--- config.mk ---
export PLATFORM = sky130hd
export DESIGN_NAME = sac_window
export DESIGN_NICKNAME = d
export VERILOG_FILES = /design/src/rtl/core/assert_macros.svh /design/src/rtl/core/sac_pkg.sv /design/src/rtl/core/sac_window.sv
export SDC_FILE = /design/constraint.sdc
export NUM_CORES = 1
export LEC_CHECK = 0
export ABC_AREA = 1
export BUFFER_PORTS_ARGS = -buffer_cell sky130_fd_sc_hd__buf_2
export CAP_MARGIN = 20
export CORE_UTILIZATION = 53
export CTS_CLUSTER_DIAMETER = 200
export CTS_CLUSTER_SIZE = 24
export DETAILED_ROUTE_END_ITERATION = 10
export PLACE_DENSITY_LB_ADDON = 0.2
export SLEW_MARGIN = 10
export SYNTH_ARGS = -nofsm -noshare
export SYNTH_HDL_FRONTEND = slang
export SYNTH_SLANG_ARGS = --single-unit
--- constraint.sdc ---
create_clock -name clk -period 3.5 [get_ports clk]
set_clock_uncertainty 0.1 [all_clocks]
set_input_delay 0.525 -clock clk [delete_from_list [all_inputs] [get_ports clk]]
set_output_delay 0.525 -clock clk [all_outputs]
set_load 0.005 [all_outputs]
--- src/rtl/core/assert_macros.svh ---
// ----------------------------------------------------------------------------
// Assertion helper macros
// Concurrent assertion wrappers that compile to nothing when SYNTH is defined.
// ----------------------------------------------------------------------------
`ifndef ASSERT_MACROS_SVH
`define ASSERT_MACROS_SVH
`ifndef SYNTH
`define ASSERT_ALWAYS(lbl, clk, rst_n, prop, msg) \
    lbl: assert property (@(posedge clk) disable iff (!rst_n) prop) else $error(msg);
`define ASSERT_NEXT(lbl, clk, rst_n, pre, post, msg) \
    lbl: assert property (@(posedge clk) disable iff (!rst_n) (pre) |=> (post)) else $error(msg);
`else
`define ASSERT_ALWAYS(lbl, clk, rst_n, prop, msg)
`define ASSERT_NEXT(lbl, clk, rst_n, pre, post, msg)
`endif
`endif

--- src/rtl/core/sac_pkg.sv ---
// ----------------------------------------------------------------------------
// sac_pkg
// Shared types, widths and the arctangent table of the angle calibration core.
// ----------------------------------------------------------------------------
`default_nettype none

package sac_pkg;

    localparam int SAMPLE_W   = 16;
    localparam int AMP_W      = 15;
    localparam int ANGLE_W    = 17;
    localparam int VEC_W      = 60;
    localparam int Z_W        = 34;
    localparam int ATAN_W     = 30;
    localparam int TAB_IDX_W  = 5;
    localparam int FRAC_BITS  = 24;

    typedef struct packed {
        logic signed [SAMPLE_W-1:0] x_sample;
        logic signed [SAMPLE_W-1:0] y_sample;
    } sample_t;

    typedef struct packed {
        logic [ANGLE_W-1:0]         angle_deg;
        logic                       angle_valid;
        logic signed [SAMPLE_W-1:0] offset_x_out;
        logic signed [SAMPLE_W-1:0] offset_y_out;
        logic [AMP_W-1:0]           amplitude_x_out;
        logic [AMP_W-1:0]           amplitude_y_out;
    } result_t;

    typedef struct packed {
        logic signed [SAMPLE_W-1:0] offset_x;
        logic signed [SAMPLE_W-1:0] offset_y;
        logic [AMP_W-1:0]           amp_x;
        logic [AMP_W-1:0]           amp_y;
    } window_t;

    typedef struct packed {
        logic signed [VEC_W-1:0] xc;
        logic signed [VEC_W-1:0] yc;
    } vec_t;

    // atan(2^-i) in units of 2^-24 degree.
    function automatic logic [ATAN_W-1:0] atan_lookup(input logic [TAB_IDX_W-1:0] idx);
        logic [ATAN_W-1:0] val;
        case (idx)
            5'd0:    val = 30'd754974720;
            5'd1:    val = 30'd445687602;
            5'd2:    val = 30'd235489089;
            5'd3:    val = 30'd119537938;
            5'd4:    val = 30'd60000934;
            5'd5:    val = 30'd30029717;
            5'd6:    val = 30'd15018523;
            5'd7:    val = 30'd7509720;
            5'd8:    val = 30'd3754917;
            5'd9:    val = 30'd1877466;
            5'd10:   val = 30'd938734;
            5'd11:   val = 30'd469367;
            5'd12:   val = 30'd234684;
            5'd13:   val = 30'd117342;
            5'd14:   val = 30'd58671;
            5'd15:   val = 30'd29335;
            5'd16:   val = 30'd14668;
            5'd17:   val = 30'd7334;
            5'd18:   val = 30'd3667;
            5'd19:   val = 30'd1833;
            5'd20:   val = 30'd917;
            5'd21:   val = 30'd458;
            5'd22:   val = 30'd229;
            5'd23:   val = 30'd115;
            5'd24:   val = 30'd57;
            5'd25:   val = 30'd29;
            5'd26:   val = 30'd14;
            5'd27:   val = 30'd7;
            5'd28:   val = 30'd4;
            5'd29:   val = 30'd2;
            5'd30:   val = 30'd1;
            default: val = '0;
        endcase
        return val;
    endfunction

endpackage

`default_nettype wire

--- src/rtl/core/sac_window.sv ---
// ----------------------------------------------------------------------------
// sac_window
// Tracks the min/max window of both axes and derives offsets and amplitudes.
// ----------------------------------------------------------------------------
`default_nettype none

module sac_window
    import sac_pkg::*;
(
    input  logic    clk,
    input  logic    rst_n,
    input  logic    update,
    input  sample_t sample,
    output window_t win
);

    localparam int SUM_W = SAMPLE_W + 1;

    logic signed [SAMPLE_W-1:0] max_x_reg, min_x_reg, max_y_reg, min_y_reg;
    logic signed [SAMPLE_W-1:0] max_x_next, min_x_next, max_y_next, min_y_next;
    logic signed [SUM_W-1:0]    sum_x, sum_y, span_x, span_y;

    // Halving that truncates toward zero.
    function automatic logic signed [SAMPLE_W-1:0] half_trunc(input logic signed [SUM_W-1:0] s);
        logic signed [SUM_W-1:0] adj;
        adj = s + $signed({{(SUM_W-1){1'b0}}, s[SUM_W-1]});
        return SAMPLE_W'(adj >>> 1);
    endfunction

    always_comb
    begin
        max_x_next = (sample.x_sample > max_x_reg) ? sample.x_sample : max_x_reg;
        min_x_next = (sample.x_sample < min_x_reg) ? sample.x_sample : min_x_reg;
        max_y_next = (sample.y_sample > max_y_reg) ? sample.y_sample : max_y_reg;
        min_y_next = (sample.y_sample < min_y_reg) ? sample.y_sample : min_y_reg;

        sum_x  = SUM_W'(max_x_reg) + SUM_W'(min_x_reg);
        sum_y  = SUM_W'(max_y_reg) + SUM_W'(min_y_reg);
        span_x = SUM_W'(max_x_reg) - SUM_W'(min_x_reg);
        span_y = SUM_W'(max_y_reg) - SUM_W'(min_y_reg);

        win.offset_x = half_trunc(sum_x);
        win.offset_y = half_trunc(sum_y);
        win.amp_x    = span_x[AMP_W:1];
        win.amp_y    = span_y[AMP_W:1];
    end

    always_ff @(posedge clk or negedge rst_n)
    begin
        if (!rst_n)
        begin
            max_x_reg <= '0;
            min_x_reg <= '0;
            max_y_reg <= '0;
            min_y_reg <= '0;
        end
        else if (update)
        begin
            max_x_reg <= max_x_next;
            min_x_reg <= min_x_next;
            max_y_reg <= max_y_next;
            min_y_reg <= min_y_next;
        end
    end

endmodule

`default_nettype wire

Word-level counts from Yosys, hierarchy flattened. Index checks and enable logic that the tools add are counted.

Input port bits: 35. Bits in registers: 64.

Add/subtract/negate cells: 6. Reductions and logical operators: 4. Magnitude comparators: 4.

Operators with widths (number): adder 16 x 16 -> 17 bit (2); adder 17 x 2 -> 17 bit (2); > comparator 16 bit (2); < comparator 16 bit (2); subtractor 16 bit (2); AND reduction 2 bit (4).

Depth between registers and ports, before layout. Gate-level depths: netlist of the first run.

Word-level depth: 2. Depth in mapped cells: 19. Depth with buffers taken out: 19.

Worst setup path before layout of the first run. No wires, ideal clock.

Path kind: register -> output. Start point: reg max_y_reg[0]. End point: out win[11] (netlist name). Arrival: 2086 ps. Stages on the path, launching flop included: 10. Path slack: 789 ps. Buffers on the path: 0. Cell sequence: dfrtp_1 inv_1 ha_1 fa_1 o31ai_1 a21boi_0 o21bai_1 nand3_1 nand2_1 xor2_1.

RTL lines: start, declared (RTL line sac_window.sv:19) `logic signed [SAMPLE_W-1:0] max_x_reg, min_x_reg, max_y_reg, min_y_reg;`; start signal, assigned (RTL line sac_window.sv:61) `max_y_reg <= max_y_next;`; end, declared (RTL line sac_window.sv:14) `output window_t win`.

==> flow_summary_export.csv, run 1 <==
group,metric,value,unit
status,status,"finished clean",
place,placed_cell_area,9170,µm²
yosys,async_flop_share,100,%
detailed_routing,wire_per_inst,13.6,µm
critical_path,slowest_stage,"ha_1",
critical_path,ff2ff_setup_slack,0.72,ns
sta,slew_viol_final,0,
clock_network,cts_buffers,9,
global_routing,first_global_vias,7427,
detailed_routing,drtIter0Drc,582,
sta,fin_crit_sh,96.2,%
global_routing,grt_max_degree,33,
critical_path,critical_path.most_common_cell,"nand2_1",
floorplanning,core_area,15400,µm²
clock_network,cts_max_path_buffers,2,
yosys,ys.flop_type,"dfrtp_1",
critical_path,slowest_delay,0.47,ns
yosys,syn_inst,1321,
global_routing,busiest_layer,"met1",
global_routing,globalRouteOverflowTotal,0,
yosys,synth_top_area_cell,"dfrtp_1",
sta,fin_ws,0.135,ns
sta,worst-slew-pin-transition,0.743,ns
critical_path,reg2regPathDepth,11,
clock_network,clk_pin_slew,0.06,ns
global_routing,met1_usage,42.3,%
yosys,yosysMostFrequentCell,"nand2_1",
global_routing,met3_usage,3.33,%
clock_network,cts_hold_buf,0,
sta,max_freq,297,MHz
critical_path,crit_start,"min_y_reg[13]$_DFFE_PN0P_",
clock_network,clk_latency,0.34,ns
place,routabilityCongestion,0.975,
global_routing,grt_pass1_wl,36.0,mm
yosys,synth.avg_cell_area,6.44,µm²
yosys,synthTopCellsByArea,"dfrtp_1 (19%), ha_1 (18%), nand2_1 (17%)",
layout,syn_to_final_growth,13.6,%
global_routing,antenna_found_initial,0,
detailed_routing,wl,22.2,mm
yosys,synth.top_cells.by_count,"nand2_1 (396), inv_1 (215), ha_1 (124), nor2_1 (81), nand3_1 (73)",
yosys,synth_area,8510,µm²
job,maxCapViolations,0,
floorplanning,design.die.area,16600,µm²
sta,holdWs,0.0410,ns
detailed_routing,drcViolationCount,0,
layout,nets,1577,
global_routing,use_met2,40.9,%
detailed_routing,detail-route-antenna-nets,0,
yosys,synth_top_area_share,18.8,%
yosys,ys_seq_elements,64,
floorplanning,die_x,129,µm
critical_path,crit_type,"flip-flop to primary output",
layout,fin_util,62.7,%
sta,slew_headroom,50.3,%
floorplanning,start_util,55.2,%
critical_path,rr_startpoint,"max_y_reg[3]$_DFFE_PN0P_",
place,place_ws,0.390,ns
layout,n_fill_cell,1519,
critical_path,path_max_fanout,7,
layout,drive_gt1_share,16.3,%
critical_path,worstPathCellList,"inv_1, ha_1, inv_2, nand2_1, nand2_1, nand2_1, nand2_1, a21oi_1, nand3_1, nand2_4, nand3_4, nor2_4, nand3_1, nand2_1, inv_1, buf_2",
place,place.port_buffers,96,
critical_path,cp.required,2.87,ns
global_routing,track_usage,27.5,%
clock_network,clock-root-buffer,"clkbuf_16",
critical_path,critPathTopFamily,"simple AND/OR/NAND/NOR gates",
worst_hold_path,hp-class,"input port to async pin",
detailed_routing,vias,8447,
floorplanning,rows,45,
clock_network,clock_sinks,64,
detailed_routing,via_per_inst,5.18,
layout,diodes,0,
sta,final-setup-viol-count,0,
yosys,synth_warnings,0,
critical_path,crit_buf_inv,4,
yosys,syn_nets,1484,
sta,finalCriticalPeriod,3.37,ns
yosys,yosysUniqueCellTypes,48,
floorplanning,fp.dieH,129,µm
critical_path,end_kind,"primary output",
critical_path,start_kind,"flip-flop",
place,hpwl,18.3,mm
critical_path,cp.depth,16,
yosys,ys_seq_area_share,18.8,%
detailed_routing,drt-pass1-iter-count,5,
critical_path,critPathCapture,"win[45]",
floorplanning,io_pins,97,
sta,hold_viol_final,0,
clock_network,ctsHtreeMaxLevel,3,
critical_path,r2r_end,"max_y_reg[3]$_DFFE_PN0P_",
critical_path,crit_arrival,2.74,ns
clock_network,cts_tree,"yes",
yosys,synth-edff-count,0,
layout,final_area,9670,µm²
-- stage by stage --
step	setup TNS, ns	instances
after floorplan	0	1321
after global placement	0	1609
after detailed placement	0	1609
after CTS	0	1625
after global routing	-0.00350	1630
final	0	1630
-- what timing repair did --
| item | CTS | global route |
|---|---|---|
| setup buffers | 0 | 5 |
| resized for setup | 0 | 51 |
| setup endpoints to repair | 0 | 34 |
-- cell usage in the layout (no fill, tap or decap), types with 14 or more instances in the layout --
cell type	instances
nand2_1	392
inv_1	212
ha_1	104
buf_2	96
nor2_1	74
nand3_1	72
o21ai_0	70
a21oi_1	69
dfrtp_1	63
xor2_1	36
nand4_1	32
inv_2	19
ha_2	17
buf_4	17
nor2_2	14
-- cells by family after synthesis --
family,count (synthesis),share of synthesized area (%)
XOR/XNOR,44,4.79
buffers and inverters,267,12.4
AO/OA/AOI/OAI,178,11.5
flip-flops,64,18.8
AND/OR/NAND/NOR,640,33.3
adder cells (fa/ha/maj),128,19.2
-- per-layer routing --
layer | vias up | wire length [µm]
li1 | 4378 | -
met1 | 3797 | 11400
met2 | 254 | 9080
met3 | 18 | 1500
met4 | 0 | 206
met5 | - | 0
-- how the worst min path moves through the flow --
stage	from	endpoint	slack [ns]	cells past startpoint
after floorplan	rst_n	max_x_reg[0]$_DFFE_PN0P_	0.13	0
after global placement	min_x_reg[10]$_DFFE_PN0P_	min_x_reg[10]$_DFFE_PN0P_	0.39	2
after detailed placement	min_x_reg[10]$_DFFE_PN0P_	min_x_reg[10]$_DFFE_PN0P_	0.40	2
after CTS	rst_n	min_x_reg[3]$_DFFE_PN0P_	0.06	1
after global routing	rst_n	min_x_reg[3]$_DFFE_PN0P_	0.08	1
final	rst_n	min_x_reg[3]$_DFFE_PN0P_	0.04	1
-- final cells by class --
class / count / area [µm²] / area share, %
multi-input combinational: 990 / 6010 / 62.1
sequential: 64 / 1600 / 16.6
inverter: 236 / 886 / 9.16
timing repair buffer: 113 / 608 / 6.29
tap: 211 / 264 / 2.73
clock buffer: 11 / 243 / 2.51
clock inverter: 5 / 56.3 / 0.582
Power of run 1 is not shown: default switching activity piles up to over one toggle a cycle in this logic, so the estimate is an artifact.
==> run 2: changes to the inputs <==
--- a/config.mk
+++ b/config.mk
@@ -12,6 +12,7 @@
 export CTS_CLUSTER_DIAMETER = 200
 export CTS_CLUSTER_SIZE = 24
 export DETAILED_ROUTE_END_ITERATION = 10
+export GPL_TIMING_DRIVEN = 0
 export PLACE_DENSITY_LB_ADDON = 0.2
 export SLEW_MARGIN = 10
 export SYNTH_ARGS = -nofsm -noshare
==> run 2 against run 1 <==
- design area up 0.79%
- setup slack better by 0.035 ns
- core utilization up 0.49 points
- fmax up 1.1%
- via count up 2.2%
- die area unchanged
- non-clock buffer count up 25
- critical path type unchanged
==> flow_summary_export.csv, run 2 (synthesis gave the netlist of run 1 again) <==
group,metric,value,unit
layout,nets,1602,
detailed_routing,wl,23.0,mm
critical_path,crit_type,"flip-flop to primary output",
clock_network,clock_sinks,64,
layout,final_cell_mix,"nand2_1 (392), inv_1 (211), ha_1 (117)",
critical_path,start_kind,"flip-flop",
floorplanning,io_pins,97,
sta,max_freq,300,MHz
global_routing,grt_pass1_wl,37.2,mm
layout,diodes,0,
global_routing,track_usage,28.4,%
critical_path,path_max_fanout,4,
clock_network,clk_latency,0.34,ns
clock_network,clock-root-buffer,"clkbuf_16",
floorplanning,die_x,129,µm
layout,n_fill_cell,1547,
detailed_routing,drt-pass1-iter-count,5,
clock_network,cts_buffers,9,
detailed_routing,wire_per_inst,13.9,µm
status,status,"finished clean",
place,placed_cell_area,9280,µm²
place,place.port_buffers,96,
place,hpwl,18.9,mm
critical_path,crit_arrival,2.71,ns
layout,final_area,9740,µm²
place,routabilityCongestion,0.928,
global_routing,globalRouteOverflowTotal,0,
critical_path,slowest_delay,0.42,ns
sta,fin_crit_sh,95.2,%
detailed_routing,via_per_inst,5.22,
clock_network,cts_max_path_buffers,2,
global_routing,grt_max_degree,56,
sta,final-setup-viol-count,0,
sta,hold_viol_final,0,
sta,worst-slew-pin-transition,0.816,ns
floorplanning,fp.dieH,129,µm
critical_path,end_kind,"primary output",
layout,syn_to_final_growth,14.5,%
detailed_routing,drtIter0Drc,603,
floorplanning,start_util,55.2,%
floorplanning,core_area,15400,µm²
critical_path,cp.required,2.87,ns
clock_network,ctsHtreeMaxLevel,3,
layout,final_common_cell,"nand2_1",
job,maxCapViolations,0,
detailed_routing,drcViolationCount,0,
global_routing,first_global_vias,7648,
detailed_routing,detail-route-antenna-nets,0,
sta,finalCriticalPeriod,3.33,ns
worst_hold_path,hp-class,"input port to flip-flop",
floorplanning,rows,45,
sta,slew_headroom,45.4,%
clock_network,clk_pin_slew,0.05,ns
critical_path,slowest_stage,"dfrtp_2",
clock_network,cts_tree,"yes",
sta,slew_viol_final,0,
global_routing,antenna_found_initial,0,
layout,drive_gt1_share,16.1,%
critical_path,worstPathCellList,"ha_2, inv_1, fa_2, inv_2, nand2_2, nand2_4, nand2_1, nand2_2, nand2_2, nand2_1, nand2_1, nand2_4, nand3_4, nor2_4, nand3_1, nand2_1, inv_1, buf_2",
critical_path,critical_path.most_common_cell,"nand2_1",
detailed_routing,vias,8634,
floorplanning,design.die.area,16600,µm²
-- run 2: changes by cell type in the layout (fill, tap and decap cells not counted), sizes merged --
cell,delta
clkbuf,+13
buf,+12
bufinv,-1
clkinv,-1
clkinvlp,+1
dlygate4sd3,+1
-- run 2: final cells by class --
cell class	instances	area [µm²]	share of cell area, %
Inverter	236	886	9.09
Tap cell	211	264	2.71
Clock buffer	12	256	2.63
Multi-Input combinational cell	990	5950	61.0
Clock inverter	4	28.8	0.295
Sequential cell	64	1600	16.5
Timing Repair Buffer	107	588	6.03
Buffer	31	170	1.75
-- run 2: worst max-delay path: cells and delay by family (launching register included) --
kind          cells  cell delay, ns
fa+ha+maj         2            0.56
simple gates     12            1.10
flops             1            0.42
buf+inv           4            0.27
-- run 2: worst paths after layout --
path	startpoint	to	slack (ns)	cells after the start
setup reg to reg	max_y_reg[1]$_DFFE_PN0P_	max_y_reg[8]$_DFFE_PN0P_	0.73	9
hold / removal	sample[4]	min_y_reg[4]$_DFFE_PN0P_	0.38	3
hold reg to reg	min_y_reg[2]$_DFFE_PN0P_	min_y_reg[2]$_DFFE_PN0P_	0.42	2
max in group asynchronous	rst_n	max_y_reg[9]$_DFFE_PN0P_	2.32	3
min in group asynchronous	rst_n	max_x_reg[2]$_DFFE_PN0P_	0.47	2
setup / recovery	max_x_reg[0]$_DFFE_PN0P_	win[61]	0.17	18
-- run 2: metrics by stage --
| stage | utilization, % | setup slack, ns | cells | hold WS [ns] | setup TNS (ns) |
|---|---|---|---|---|---|
| detailed placement | 60.2 | 0.289 | 1629 | 0.275 | 0 |
| global route | 63.2 | -0.0242 | 1655 | 0.383 | -0.0457 |
| global placement | 60.0 | 0.295 | 1628 | 0.394 | 0 |
| CTS | 62.1 | 0.0458 | 1646 | 0.373 | 0 |
| finish | 63.2 | 0.170 | 1655 | 0.376 | 0 |
| floorplan | - | 0.789 | 1321 | 0.129 | 0 |
-- run 2: repair_timing --
action,4_1_cts,5_1_grt
gates cloned,0,0
gates resized for setup,1,36
buffers inserted,0,9
endpoints found under the hold margin,9,0
endpoints found under the setup margin,1,30
hold buffers,1,0
pin swaps,0,6
-- run 2: layer usage --
| metal | vias to the layer above | routed length (µm) | global-route usage [%] | share of wire [%] |
|---|---|---|---|---|
| met4 | 0 | 189 | 5.05 | 0.82 |
| li1 | 4429 | - | - | - |
| met1 | 3949 | 11500 | 42.7 | 50 |
| met3 | 15 | 1440 | 4.32 | 6.3 |
| met5 | - | 0 | 0 | 0 |
| met2 | 241 | 9790 | 43.2 | 43 |
Power of run 2 is left out for the same reason.
==> run 3: changes to the inputs <==
--- a/config.mk
+++ b/config.mk
@@ -8,11 +8,10 @@
 export ABC_AREA = 1
 export BUFFER_PORTS_ARGS = -buffer_cell sky130_fd_sc_hd__buf_2
 export CAP_MARGIN = 20
-export CORE_UTILIZATION = 53
+export CORE_UTILIZATION = 30
 export CTS_CLUSTER_DIAMETER = 200
 export CTS_CLUSTER_SIZE = 24
 export DETAILED_ROUTE_END_ITERATION = 10
-export GPL_TIMING_DRIVEN = 0
 export PLACE_DENSITY_LB_ADDON = 0.2
 export SLEW_MARGIN = 10
 export SYNTH_ARGS = -nofsm -noshare
==> constraint.sdc (replaced) <==
create_clock -name clk -period 4 [get_ports clk]
set_clock_uncertainty 0.1 [all_clocks]
set_input_delay 0.6 -clock clk [delete_from_list [all_inputs] [get_ports clk]]
set_output_delay 0.6 -clock clk [all_outputs]
set_load 0.005 [all_outputs]
==> run 3 against run 2 <==
- count of clock-buffer cells in the layout did not move
- highest routed layer unchanged
- first-iteration DRC count decreased by 26%
- final cell count rose by 8.2%
- largest cell class unchanged
- flip-flop and latch count did not move
==> flow_summary_export.csv, run 3 (synthesis gave the netlist of run 1 again) <==
group,metric,value,unit
layout,syn_to_final_growth,13.9,%
sta,worst-slew-pin-transition,0.741,ns
clock_network,post-cts-setup-buffers,0,
global_routing,globalRouteOverflowTotal,0,
sta,final-setup-viol-count,0,
floorplanning,core_area,27900,µm²
worst_hold_path,hp-class,"flip-flop to flip-flop",
floorplanning,rows,61,
status,status,"finished clean",
sta,slew_viol_final,0,
layout,final_common_cell,"nand2_1",
sta,slew_headroom,50.2,%
detailed_routing,drtIter0Drc,446,
clock_network,cts_max_path_buffers,2,
sta,fin_crit_sh,92.9,%
detailed_routing,vias,8207,
global_routing,track_usage,17.4,%
clock_network,clk_pin_slew,0.05,ns
global_routing,grt_pass1_wl,39.7,mm
sta,finalSetupTns,0,ns
critical_path,critPathTopFamily,"compound AO/OA/AOI/OAI gates",
floorplanning,die_x,170,µm
floorplanning,start_util,30.5,%
floorplanning,fp.dieH,170,µm
critical_path,reg2regPathDepth,12,
detailed_routing,wire_per_inst,13.7,µm
clock_network,cts_tree,"yes",
critical_path,crit_arrival,3.01,ns
layout,final_cell_mix,"nand2_1 (396), inv_1 (215), ha_1 (124)",
critical_path,start_kind,"flip-flop",
sta,hold_viol_final,0,
global_routing,first_global_vias,7633,
layout,nets,1570,
critical_path,cp.depth,10,
critical_path,r2r_end,"max_y_reg[13]$_DFFE_PN0P_",
detailed_routing,wl,24.5,mm
place,place.port_buffers,96,
place,hpwl,20.4,mm
critical_path,worstPathCellList,"inv_1, ha_1, fa_1, o31ai_1, a21boi_0, o21bai_1, nand3_1, nand2_1, xor2_1, buf_2",
global_routing,grt_max_degree,63,
clock_network,ctsHtreeMaxLevel,3,
sta,finalCriticalPeriod,3.71,ns
place,routabilityCongestion,0.881,
detailed_routing,drt-pass1-iter-count,5,
detailed_routing,detail-route-antenna-nets,0,
critical_path,crit_start,"max_y_reg[0]$_DFFE_PN0P_",
global_routing,antenna_found_initial,1,
critical_path,path_max_fanout,4,
critical_path,crit_type,"flip-flop to primary output",
critical_path,slowest_stage,"fa_1",
critical_path,end_kind,"primary output",
floorplanning,design.die.area,29000,µm²
job,maxCapViolations,0,
critical_path,rr_startpoint,"max_y_reg[1]$_DFFE_PN0P_",
sta,grt_setup_unrepaired,"false",
clock_network,clk_latency,0.34,ns
critical_path,crit_buf_inv,2,
sta,max_freq,269,MHz
critical_path,ff2ff_setup_slack,1.39,ns
clock_network,cts-resized-gates,0,
layout,drive_gt1_share,12.8,%
floorplanning,io_pins,97,
detailed_routing,drcViolationCount,0,
critical_path,slowest_delay,0.41,ns
detailed_routing,via_per_inst,4.58,
clock_network,cts_buffers,9,
clock_network,clock_sinks,64,
critical_path,cp.required,3.30,ns
clock_network,cts_hold_buf,1,
critical_path,critPathCapture,"win[11]",
clock_network,clock-root-buffer,"clkbuf_16",
## run 3: changes by cell type in the layout (fill, tap and decap cells not counted), sizes merged
cell,before,now
buf,125,105
bufinv,0,1
clkbuf,24,12
diode,0,1
clkinvlp,2,0
## run 3: per-stage QoR
stage                     area [µm²]  hold WS, ns  setup slack [ns]  util [%]  instances
after floorplan                 8510        0.204              1.21         -       1321
after global placement          9370        0.309             0.746      33.6       1773
after detailed placement        9370        0.311             0.714      33.6       1773
after CTS                       9690        0.418             0.317      34.8       1789
after global routing            9690        0.431            0.0644      34.8       1789
final                           9690        0.412             0.286      34.8       1790
## run 3: worst min-delay path by stage
stage | startpoint | endpoint | cells after the start
floorplan | rst_n | max_x_reg[0]$_DFFE_PN0P_ | 0
global placement | rst_n | min_x_reg[11]$_DFFE_PN0P_ | 1
detailed placement | rst_n | min_x_reg[11]$_DFFE_PN0P_ | 1
CTS | min_x_reg[6]$_DFFE_PN0P_ | min_x_reg[6]$_DFFE_PN0P_ | 2
global route | min_y_reg[7]$_DFFE_PN0P_ | min_y_reg[7]$_DFFE_PN0P_ | 2
finish | min_x_reg[6]$_DFFE_PN0P_ | min_x_reg[6]$_DFFE_PN0P_ | 2
## run 3: final cells by class
type	instances	area, µm²
flip-flops and latches	64	1600
repair buffers	106	571
multi-input cells	990	5850
inverters	236	886
clock buffers	12	267
clock inverters	3	40.0
fillers	3115	18200
well taps	378	473
diodes	1	2.50
## run 3: per-layer routing
layer,vias to the layer above,GRT usage [%],routed length (µm)
li1,4364,-,-
met1,3722,25.0,12800
met5,-,0,0
met2,106,27.4,10700
met3,15,2.56,770
met4,0,3.17,227
## run 3: worst reg2reg max path: stages, from the launching register on
cell,delay [ns]
dfrtp_1,0.39
inv_1,0.12
ha_1,0.31
nand3_1,0.10
o211ai_1,0.23
nand2_1,0.09
o211ai_1,0.12
nand2_1,0.13
nand3b_2,0.41
nand3_1,0.13
buf_4,0.24
nand2_1,0.08
nand2_1,0.05
Power of run 3 is left out for the same reason.
